[src/rtl/mpsa_pkg.sv]
// Shared types and constants for the multi-pool slab allocator.
// No dependencies; every RTL file of the allocator imports this package.
`timescale 1ns / 1ps
`default_nettype none

package mpsa_pkg;

   // Field widths fixed by the request and response formats.
   localparam int POOL_W   = 2;
   localparam int SLAB_W   = 6;
   localparam int CNT_W    = 7;
   localparam int NPOOL_W  = 3;
   localparam int STATUS_W = 3;
   localparam int CSR_IDX_W = 3;

   // Defaults for the top-level size parameters.
   localparam int DEF_MAX_POOLS = 4;
   localparam int DEF_MAX_SLABS = 64;

   // Register reset values.
   localparam logic [NPOOL_W-1:0] RST_POOLS_IN_USE = 3'd4;
   localparam logic [CNT_W-1:0]   RST_SLAB_COUNT   = 7'd64;

   // Configuration register indexes.
   localparam logic [CSR_IDX_W-1:0] CSR_POOLS_IN_USE = 3'd0;
   localparam logic [CSR_IDX_W-1:0] CSR_SLABS_POOL0  = 3'd1;
   localparam logic [CSR_IDX_W-1:0] CSR_SLABS_POOL1  = 3'd2;
   localparam logic [CSR_IDX_W-1:0] CSR_SLABS_POOL2  = 3'd3;
   localparam logic [CSR_IDX_W-1:0] CSR_SLABS_POOL3  = 3'd4;

   // Request commands.
   localparam logic CMD_ALLOC = 1'b0;
   localparam logic CMD_FREE  = 1'b1;

   typedef enum logic [STATUS_W-1:0] {
      STATUS_ALLOCATED     = 3'd0,
      STATUS_NO_MEMORY     = 3'd1,
      STATUS_FREED         = 3'd2,
      STATUS_NOT_ALLOCATED = 3'd3,
      STATUS_OUTSIDE       = 3'd4
   } status_type;

   typedef struct packed {
      logic              command;
      logic [POOL_W-1:0] pool_number;
      logic [SLAB_W-1:0] slab_number;
   } req_type;

   typedef struct packed {
      status_type        status;
      logic [POOL_W-1:0] granted_pool;
      logic [SLAB_W-1:0] granted_slab;
   } rsp_type;

endpackage

`default_nettype wire

[src/rtl/multi_pool_slab_allocator_unit.sv]
// Multi-pool slab allocator: bitmap memory, round-robin search and free checks.
// Depends on mpsa_pkg for field widths, codes and the request/response structs.
//
//   Channel  Direction  Handshake          Beat contents
//   req      in         req_valid/stall    command, pool number, slab number
//   rsp      out        rsp_valid/stall    status, granted pool, granted slab
//   csr      in         csr_valid/ready    register index, write data
//
// A free is answered from the one pool bitmap it reads; an allocate reads one bitmap
// per pool searched, up to four pools. The search is paced by the bitmap memory, whose
// single read port delivers one pool bitmap per cycle while no response beat is held.
// Reset is synchronous; the bitmaps read as all free after reset through per-pool
// valid bits, so no clearing pass is needed. A response beat waits in its output
// register under rsp_stall while the next request is accepted; that request's
// evaluation holds until the output register is free.
`timescale 1ns / 1ps
`default_nettype none

module multi_pool_slab_allocator_unit
   import mpsa_pkg::*;
#(
   parameter int MAX_POOLS = DEF_MAX_POOLS,
   parameter int MAX_SLABS = DEF_MAX_SLABS
) (
   input  wire logic                 clock,
   input  wire logic                 reset,
   input  wire logic                 req_valid,
   output      logic                 req_stall,
   input  wire req_type              req_payload,
   output      logic                 rsp_valid,
   input  wire logic                 rsp_stall,
   output      rsp_type              rsp_payload,
   input  wire logic                 csr_valid,
   output      logic                 csr_ready,
   input  wire logic [CSR_IDX_W-1:0] csr_index,
   input  wire logic [CNT_W-1:0]     csr_data
);

   localparam int POOLS = (MAX_POOLS > 4) ? 4 : MAX_POOLS;
   localparam int SLABS = (MAX_SLABS > 64) ? 64 : MAX_SLABS;
   localparam int PW    = (POOLS > 1) ? $clog2(POOLS) : 1;

   typedef enum logic {
      S_IDLE,
      S_EVAL
   } state_type;

   // Configuration registers.
   logic [NPOOL_W-1:0] pools_in_use_ff;
   logic [CNT_W-1:0]   slab_cnt_ff [4];

   // Control state.
   state_type          state_ff, state_in;
   logic               cmd_ff, cmd_in;
   logic [SLAB_W-1:0]  slab_ff, slab_in;
   logic [POOL_W-1:0]  cur_ff, cur_in;
   logic [POOL_W-1:0]  first_ff, first_in;
   logic [NPOOL_W-1:0] left_ff, left_in;
   logic [POOL_W-1:0]  start_ff, start_in;
   logic               rsp_valid_ff, rsp_valid_in;
   rsp_type            rsp_ff, rsp_in;

   // Bitmap memory and its read side.
   logic [SLABS-1:0]   bitmap_mem [POOLS];
   logic [POOLS-1:0]   pool_valid_ff;
   logic [SLABS-1:0]   rd_data_ff;
   logic               rd_valid_ff;
   logic [POOL_W-1:0]  rd_pool;
   logic               wr_en;
   logic [SLABS-1:0]   wr_data;

   logic [NPOOL_W-1:0] npools;
   logic [POOL_W-1:0]  start_eff;
   logic [CNT_W-1:0]   lim_raw, lim;
   logic [SLABS-1:0]   word, lim_mask, free_vec, sel_onehot;
   logic               any_free, hit, outside, out_free;
   logic [SLAB_W-1:0]  found_idx, sel_slab;
   logic [NPOOL_W-1:0] cur_inc, first_inc;
   logic [POOL_W-1:0]  cur_next, first_next;

   assign npools    = (pools_in_use_ff > NPOOL_W'(POOLS)) ? NPOOL_W'(POOLS) : pools_in_use_ff;
   assign start_eff = ({1'b0, start_ff} < npools) ? start_ff : '0;

   assign lim_raw = slab_cnt_ff[cur_ff];
   assign lim     = (lim_raw > CNT_W'(SLABS)) ? CNT_W'(SLABS) : lim_raw;

   assign word = rd_valid_ff ? rd_data_ff : '0;

   always_comb begin
      for (int i = 0; i < SLABS; i++) begin
         lim_mask[i] = (CNT_W'(i) < lim);
      end
   end

   assign free_vec = ~word & lim_mask;
   assign any_free = |free_vec;

   // Lowest clear slab below the pool's slab count.
   always_comb begin
      found_idx = '0;
      for (int i = SLABS - 1; i >= 0; i--) begin
         if (free_vec[i]) begin
            found_idx = SLAB_W'(i);
         end
      end
   end

   assign sel_slab   = (cmd_ff == CMD_FREE) ? slab_ff : found_idx;
   assign sel_onehot = SLABS'(1) << sel_slab;
   assign hit        = (word & sel_onehot) != '0;
   assign outside    = ({1'b0, cur_ff} >= npools) || ({1'b0, slab_ff} >= lim);

   assign cur_inc    = {1'b0, cur_ff} + NPOOL_W'(1);
   assign cur_next   = (cur_inc >= npools) ? '0 : cur_inc[POOL_W-1:0];
   assign first_inc  = {1'b0, first_ff} + NPOOL_W'(1);
   assign first_next = (first_inc >= npools) ? '0 : first_inc[POOL_W-1:0];

   assign out_free  = !rsp_valid_ff || !rsp_stall;
   assign req_stall = (state_ff != S_IDLE);
   assign csr_ready = 1'b1;
   assign rsp_valid   = rsp_valid_ff;
   assign rsp_payload = rsp_ff;

   always_comb begin
      state_in     = state_ff;
      cmd_in       = cmd_ff;
      slab_in      = slab_ff;
      cur_in       = cur_ff;
      first_in     = first_ff;
      left_in      = left_ff;
      start_in     = start_ff;
      rsp_valid_in = rsp_valid_ff && rsp_stall;
      rsp_in       = rsp_ff;
      rd_pool      = cur_ff;
      wr_en        = 1'b0;
      wr_data      = word;
      unique case (state_ff)
         S_IDLE: begin
            if (req_valid) begin
               cmd_in   = req_payload.command;
               slab_in  = req_payload.slab_number;
               cur_in   = (req_payload.command == CMD_FREE) ? req_payload.pool_number
                                                            : start_eff;
               first_in = start_eff;
               left_in  = npools;
               rd_pool  = cur_in;
               state_in = S_EVAL;
            end
         end
         S_EVAL: begin
            if (out_free) begin
               if (cmd_ff == CMD_FREE) begin
                  rsp_in.granted_pool = cur_ff;
                  rsp_in.granted_slab = slab_ff;
                  rsp_valid_in = 1'b1;
                  state_in     = S_IDLE;
                  if (outside) begin
                     rsp_in.status = STATUS_OUTSIDE;
                  end else if (hit) begin
                     rsp_in.status = STATUS_FREED;
                     wr_en   = 1'b1;
                     wr_data = word & ~sel_onehot;
                  end else begin
                     rsp_in.status = STATUS_NOT_ALLOCATED;
                  end
               end else if (left_ff != '0 && any_free) begin
                  rsp_in.status       = STATUS_ALLOCATED;
                  rsp_in.granted_pool = cur_ff;
                  rsp_in.granted_slab = found_idx;
                  rsp_valid_in = 1'b1;
                  wr_en        = 1'b1;
                  wr_data      = word | sel_onehot;
                  start_in     = first_next;
                  state_in     = S_IDLE;
               end else if (left_ff > NPOOL_W'(1)) begin
                  // Pool full: fetch the next pool's bitmap and keep searching.
                  left_in = left_ff - NPOOL_W'(1);
                  cur_in  = cur_next;
                  rd_pool = cur_next;
               end else begin
                  rsp_in.status       = STATUS_NO_MEMORY;
                  rsp_in.granted_pool = '0;
                  rsp_in.granted_slab = '0;
                  rsp_valid_in = 1'b1;
                  state_in     = S_IDLE;
               end
            end
         end
         default: state_in = S_IDLE;
      endcase
   end

   always_ff @(posedge clock) begin
      if (reset) begin
         state_ff        <= S_IDLE;
         start_ff        <= '0;
         rsp_valid_ff    <= 1'b0;
         pool_valid_ff   <= '0;
         pools_in_use_ff <= RST_POOLS_IN_USE;
         for (int k = 0; k < 4; k++) begin
            slab_cnt_ff[k] <= RST_SLAB_COUNT;
         end
      end else begin
         state_ff     <= state_in;
         start_ff     <= start_in;
         rsp_valid_ff <= rsp_valid_in;
         if (wr_en) begin
            pool_valid_ff[cur_ff[PW-1:0]] <= 1'b1;
         end
         if (csr_valid && csr_ready) begin
            unique case (csr_index)
               CSR_POOLS_IN_USE: pools_in_use_ff <= csr_data[NPOOL_W-1:0];
               CSR_SLABS_POOL0:  slab_cnt_ff[0]  <= csr_data;
               CSR_SLABS_POOL1:  slab_cnt_ff[1]  <= csr_data;
               CSR_SLABS_POOL2:  slab_cnt_ff[2]  <= csr_data;
               CSR_SLABS_POOL3:  slab_cnt_ff[3]  <= csr_data;
               default: ;
            endcase
         end
      end
      cmd_ff      <= cmd_in;
      slab_ff     <= slab_in;
      cur_ff      <= cur_in;
      first_ff    <= first_in;
      left_ff     <= left_in;
      rsp_ff      <= rsp_in;
      rd_valid_ff <= pool_valid_ff[rd_pool[PW-1:0]];
   end

   // One bitmap per pool; a pool that was never written reads as all free.
   always_ff @(posedge clock) begin
      if (wr_en) begin
         bitmap_mem[cur_ff[PW-1:0]] <= wr_data;
      end
      rd_data_ff <= bitmap_mem[rd_pool[PW-1:0]];
   end

   // Only pools that take part in allocation are ever written.
   assert property (@(posedge clock) disable iff (reset)
      wr_en |-> ({1'b0, cur_ff} < npools))
      else $error("bitmap write to a pool outside the active range");

   // An allocate sets a clear slab and a free clears a set one.
   assert property (@(posedge clock) disable iff (reset)
      wr_en |-> (hit == cmd_ff))
      else $error("bitmap update does not flip the selected slab");

   // The search never visits more pools than are in use.
   assert property (@(posedge clock) disable iff (reset)
      (state_ff == S_EVAL && cmd_ff == CMD_ALLOC) |-> (left_ff <= npools))
      else $error("pool search count exceeds the pools in use");

   // A response beat is only raised by the evaluation step.
   assert property (@(posedge clock) disable iff (reset)
      $rose(rsp_valid_ff) |-> $past(state_ff == S_EVAL))
      else $error("response raised outside evaluation");

endmodule

`default_nettype wire

[config.mk]
export PLATFORM = sky130hd
export DESIGN_NAME = multi_pool_slab_allocator_unit
export DESIGN_NICKNAME = d
export VERILOG_FILES = /design/src/rtl/mpsa_pkg.sv /design/src/rtl/multi_pool_slab_allocator_unit.sv
export SDC_FILE = /design/constraint.sdc
export NUM_CORES = 1
export LEC_CHECK = 0
export CAP_MARGIN = 5
export CORE_MARGIN = 10
export CORE_UTILIZATION = 42
export CTS_BUF_LIST = sky130_fd_sc_hd__clkbuf_8
export CTS_CLUSTER_DIAMETER = 50
export DETAILED_ROUTE_END_ITERATION = 12
export DONT_BUFFER_PORTS = 1
export SYNTH_ARGS = -nofsm -noshare
export SYNTH_HDL_FRONTEND = slang
export SYNTH_SLANG_ARGS = --single-unit
[constraint.sdc]
create_clock -name clock -period 17.5 [get_ports clock]
set_input_delay 0.875 -clock clock [delete_from_list [all_inputs] [get_ports clock]]
set_output_delay 0.875 -clock clock [all_outputs]
set_load 0.02 [all_outputs]
; ---- Yosys cells after proc, flatten, opt, wreduce, memory -nomap -nowiden
; Memories as Yosys holds them, arrays and structs flattened. A register that Yosys moved wholly into a read port is not among the register bits.
; Index checks and enable logic that the tools add are counted.
[op_classes]
n_addsub = 3
n_lt_le_gt_ge = 75
n_eq_ne = 10
shifts = 1
mux = 140
n_bitwise = 13
reduce_logical = 16
[op_table]
columns = op, n
row1 = $mux W64, 7
row2 = $mux W6, 65
row3 = $lt A6 B7 Y1 const A, 32
row4 = $and A64 B64 Y64, 3
row5 = $not A64 Y64, 2
row6 = $lt A5 B7 Y1 const A, 16
row7 = $or A64 B64 Y64, 1
row8 = $reduce_bool A64 Y1, 1
row9 = $reduce_or A64 Y1, 1
row10 = $shl A1 B6 Y64 const A, 1
row11 = $lt A4 B7 Y1 const A, 8
row12 = $mux W1, 39
row13 = $mux W7, 5
row14 = $mux W11, 3
row15 = $lt A3 B7 Y1 const A, 4
row16 = $mux W3, 7
row17 = $mux W2, 9
row18 = $lt A1 B7 Y1 const A, 2
row19 = $lt A2 B7 Y1 const A, 2
row20 = $ge A6 B7 Y1, 1
row21 = $gt A7 B7 Y1 const B, 1
row22 = $add A2 B1 Y3 const B, 2
row23 = $eq A3 B2 Y1 const B, 2
row24 = $ge A3 B3 Y1, 2
row25 = 29 further kinds, 42
[word_totals]
regBits = 37
mem_bits_rw = 284
elab_cells = 274
memories = 2
[mem_list]
columns = memory, depth, word_bits, rd, rd_clocked_by_memory_dff, wr, line_no
row1 = bitmap_mem, 4, 64, 1, 1, 1, multi_pool_slab_allocator_unit.sv:64  ; logic [SLABS-1:0] bitmap_mem [POOLS];
row2 = slab_cnt_ff, 4, 7, 1, 1, 4, multi_pool_slab_allocator_unit.sv:50  ; logic [CNT_W-1:0] slab_cnt_ff [4];

; ---- Longest topological paths before layout
[depth]
ltp_word = 79
depth_mapped = 20
ltp_nobuf = 15

; ---- Worst setup path before layout
; OpenSTA, ideal clock, no wires.
[synth_timing]
path_type = reg2reg
startpoint = register cur_ff[0]
endpoint = memory bitmap_mem[3][0] (netlist bit), enable pin
arrival_time_ps = 5906
slack_ps = 11167
path_stages_with_launch = 20
n_path_buf = 6
period_less_slack_ps = 6333
path_cell_list = dfxtp_1 buf_6 mux4_2 buf_6 buf_2 or3_1 buf_2 a31oi_1 nand3_1 or4_1 a311oi_1 a211o_1 buf_4 nand2_1 or4b_1 o311ai_1 nor4_4 nand3_4 buf_6 a31o_1
[synth_via]
elab_chain_len = 8
[synth_rtl]
columns = item, line_no
row1 = from (decl), multi_pool_slab_allocator_unit.sv:56  ; logic [POOL_W-1:0] cur_ff, cur_in;
row2 = from (signal assigned), multi_pool_slab_allocator_unit.sv:223  ; cur_ff <= cur_in;
row3 = $ge A2 B3 Y1, multi_pool_slab_allocator_unit.sv:111  ; assign outside = ({1'b0, cur_ff} >= npools) || ({1'b0, slab_ff} >= lim);
row4 = $logic_or A1 B1 Y1, multi_pool_slab_allocator_unit.sv:111
row5 = $mux W1, multi_pool_slab_allocator_unit.sv:157  ; if (outside) begin
row6 = $mux W1, multi_pool_slab_allocator_unit.sv:152  ; if (cmd_ff == CMD_FREE) begin
row7 = $mux W1, multi_pool_slab_allocator_unit.sv:151  ; if (out_free) begin
row8 = $mux W1, multi_pool_slab_allocator_unit.sv:137  ; unique case (state_ff)
row9 = $mux W1, multi_pool_slab_allocator_unit.sv:232  ; if (wr_en) begin
row10 = $mux W1 (implied by the code), multi_pool_slab_allocator_unit.sv:233  ; bitmap_mem[cur_ff[PW-1:0]] <= wr_data;
row11 = to (decl), multi_pool_slab_allocator_unit.sv:64
; Several ways; a longest one is shown, not always the timed one.

; ---- Worst setup path in the final report
[layout_timing]
startpoint = register cur_ff[0]
endpoint = memory bitmap_mem[1][10] (netlist bit), data pin
[layout_via]
elab_chain_len = 6
[layout_rtl]
columns = item, line_no
row1 = $ge A2 B3 Y1, multi_pool_slab_allocator_unit.sv:111
row2 = $logic_or A1 B1 Y1, multi_pool_slab_allocator_unit.sv:111
row3 = $mux W64, multi_pool_slab_allocator_unit.sv:157
row4 = $mux W64, multi_pool_slab_allocator_unit.sv:152
row5 = $mux W64, multi_pool_slab_allocator_unit.sv:151
row6 = $mux W64, multi_pool_slab_allocator_unit.sv:137
row7 = via wr_data[10], multi_pool_slab_allocator_unit.sv:70  ; logic [SLABS-1:0] wr_data;
; The timed path passes the listed nets, and every way through them passes these cells.

==> flow_metrics.tcl <==
set metrics [dict create \
    period_needed_ps 8462 \
    cts_buffer_depth 3 \
    core_area_um2 46460 \
    grt_pass1_vias 13800 \
    timing.fmax_mhz 118.2 \
    ant_nets 0 \
    finalCritPeriodShare_pct 48.35 \
    synth_top_family_by_area "compound AO/OA/AOI/OAI gates" \
    grt_max_degree 66 \
    drive_gt1_share_pct 12.93 \
    fin_skew_ps 42.54 \
    cp-start-kind "register" \
    placedCellCount 2122 \
    final_nets 1633 \
    grt_pass1_wl_mm 93.00 \
    syn_inst 1595 \
    synth-async-reset-ratio_pct 0 \
    synthMuxAreaShare_pct 11.53 \
    finalMaxSlewViolations 0 \
    hp-class "input pin to register" \
    finalSetupViolCount 0 \
    hpwl_mm 44.10 \
    synth-adder-area-share_pct 1.464 \
    syn_area_um2 19660 \
    setup_slack_ps 9038 \
    met1_length_mm 26.59 \
    grt-ovfl-total 0 \
    cts_tree "yes" \
    synth-seq-cells 385 \
    initialDrtViolationCount 1397 \
    num_vias 14220 \
    path_clk_slew_ps 60 \
    synth_warnings 0 \
    r2r_end "bitmap_mem[1][10]" \
    endpoint "bitmap_mem[1][10]" \
    drc 0 \
    power_leakage_nw 7.758 \
    crit_type "register to register" \
    cp_max_fo 65 \
    numCtsBuffers 68 \
    die_h_um 236.3 \
    top_layer "met4" \
    antenna_found_initial 2 \
    irDropWorstVdd_uv 74.13 \
    wl_per_cell_um 28.22 \
    pre_cts_slack_ps 9226 \
    clock-sinks 385 \
    p_per_area_nw_per_um2 108.2 \
    synth_xor_area_share_pct 0.04456 \
    slew_headroom_pct 19.76 \
    ios 38 \
    critPathLaunch "cur_ff[0]" \
    htree_levels 3 \
    crit-reg2reg-launch "cur_ff[0]" \
    holdBufCountCts 0 \
    synth_enable_flop_cells 307 \
    synth-simple-area-share_pct 11.75 \
    portBuffers 0 \
    hold_viol 0 \
    dieArea_um2 55850 \
    fp.dieW_um 236.3 \
    cp.arrival_ps 8690 \
    synth.avg_cell_area_um2 12.32 \
    cts-root-buf "clkbuf_8" \
    insertion_delay_ps 660 \
    synthFlopType "edfxtp_1" \
    synth-compound-area-share_pct 16.91 \
    ff2ff_path_depth 16 \
    cts.repair.resized 0 \
    wl_met2_mm 29.64 \
    layoutNonFillerInstCount 2249 \
    status "finished clean" \
    tightestPinTransition_ps 1199 \
    endpoint_kind "register" \
    rrSetupSlack_ps 9040 \
    maxCapViolations 0 \
    setup_tns_ps 0 \
    syn_to_final_growth_pct 9.096 \
    routed_via_density 6.324 \
    start_util_pct 42.31 \
    yosysSeqAreaShare_pct 54.84 \
    synth.distinct_cells 108 \
    rsz0062_at_grt "false" \
    post_cts_buffers 0 \
    synth_nets 1642 \
    critical_path_required_ps 17730 \
    gp_congestion 0.9796 \
    met3WireLength_mm 4.367 \
    grt_use_total_pct 22.01 \
    std_cell_rows 79 \
    wirelength_mm 63.47 \
    dr.pass1.iters 5 \
]
==> final cells by class <==
| cell class | count | area, um2 |
|---|---|---|
| diodes | 2 | 5.005 |
| clock buffers | 76 | 1046 |
| clock inverters | 48 | 265.3 |
| fillers | 4287 | 25010 |
| inverters | 18 | 67.56 |
| multi-input cells | 1084 | 8279 |
| flip-flops and latches | 385 | 10780 |
| well taps | 607 | 759.5 |
| repair buffers | 29 | 237.7 |
==> critical path: stages, from the launching register on <==
cell,delay (ps)
dfxtp_1,990
mux4_2,600
buf_4,340
nor2_2,750
a21boi_0,320
nor2b_1,630
nand4_1,340
nor2b_1,260
a211oi_4,570
nand4_1,620
nor2_1,540
a22oi_1,240
a31o_1,270
o2111a_1,170
nand3_4,170
buf_4,680
a41oi_1,490
==> cell families after synthesis <==
| family | after synthesis |
|---|---|
| buffers and inverters | 126 |
| other | 1 |
| multiplexers | 217 |
| XOR/XNOR | 1 |
| AO/OA/AOI/OAI | 426 |
| flip-flops | 385 |
| AND/OR/NAND/NOR | 416 |
| adder cells (fa/ha/maj) | 23 |
==> placed cells by master (no fill, tap or decap), types with 11 or more instances in the layout <==
master,synthesis,final
edfxtp_1,307,307
mux2i_1,204,204
nand2_1,100,100
a21oi_1,84,83
dfxtp_1,78,77
clkbuf_8,0,76
nor2_1,66,64
and2_1,60,60
inv_1,17,43
a31oi_1,38,38
a21boi_0,34,34
o21ai_0,32,32
nand3_1,32,32
a41oi_1,30,30
buf_4,7,28
ha_1,23,23
a22oi_1,20,20
nand4_1,20,20
nor3_1,20,19
nor2b_1,19,18
nand2b_1,18,18
a41oi_2,16,16
o31ai_1,13,13
nor4_1,12,12
or3_1,12,12
a21o_1,11,11
==> registers in the layout, summed over array words and instances (netlist names), 2 cells and up <==
signal / count
pools_in_use_ff: 3
start_ff: 2
first_ff: 2
cur_ff: 2
slab_cnt_ff: 28
bitmap_mem: 256
pool_valid_ff: 4
rsp_payload: 11
rd_data_ff: 64
left_ff: 3
slab_ff: 6
==> routing by layer <==
layer / up-vias / global-route usage (%)
met1: 7152 / 28.21
met3: 152 / 4.614
met4: 0 / 10.87
met2: 630 / 34.74
met5: - / 0
li1: 6288 / -
==> synthesized netlist by cell type (all sizes together), types with 20 or more instances <==
| cell type | n | area (um2) |
|---|---|---|
| nand4 | 22 | 150.1 |
| nand3 | 33 | 177.7 |
| a31oi | 39 | 250.2 |
| a21oi | 84 | 420.4 |
| edfxtp | 307 | 9219 |
| mux2i | 204 | 2042 |
| buf | 63 | 439.2 |
| clkbuf | 45 | 168.9 |
| nand2 | 100 | 375.4 |
| o21ai | 37 | 185.2 |
| ha | 23 | 287.8 |
| nor3 | 23 | 136.4 |
| nor2 | 70 | 272.8 |
| a22oi | 20 | 150.1 |
| and2 | 61 | 382.9 |
| a41oi | 46 | 523.0 |
| dfxtp | 78 | 1562 |
| a21boi | 37 | 281.5 |
==> worst min-delay path by stage <==
stage,startpoint,to,slack (ps),cells past startpoint
after floorplan,start_ff[1],start_ff[1],450,2
after global placement,start_ff[1],start_ff[1],460,2
after detailed placement,start_ff[1],start_ff[1],470,2
after CTS,reset,rsp_valid,240,1
after global routing,reset,rsp_valid,260,1
final,reset,rsp_valid,300,1
==> where the power goes <==
part           switching (mW)  total, mW  internal [mW]
Sequential             0.0574       1.10           1.04
Combinational           0.295      0.437          0.142
Clock                   0.368      0.787          0.419
Total                   0.720       2.32           1.60
==> per-stage QoR <==
stage / power [mW] / util, % / instance area [um2] / hold WS, ps
finish: 2.320 / 46.16 / 21440 / 298.5
detailed placement: 1.538 / 43.27 / 20100 / 471.8
CTS: 2.333 / 46.09 / 21410 / 240.2
floorplan: 1.397 / - / 19660 / 449.7
global placement: 1.538 / 43.27 / 20100 / 461.7
global route: 2.415 / 46.15 / 21440 / 261.7
No activity file was read; power rests on OpenSTA's default activity.
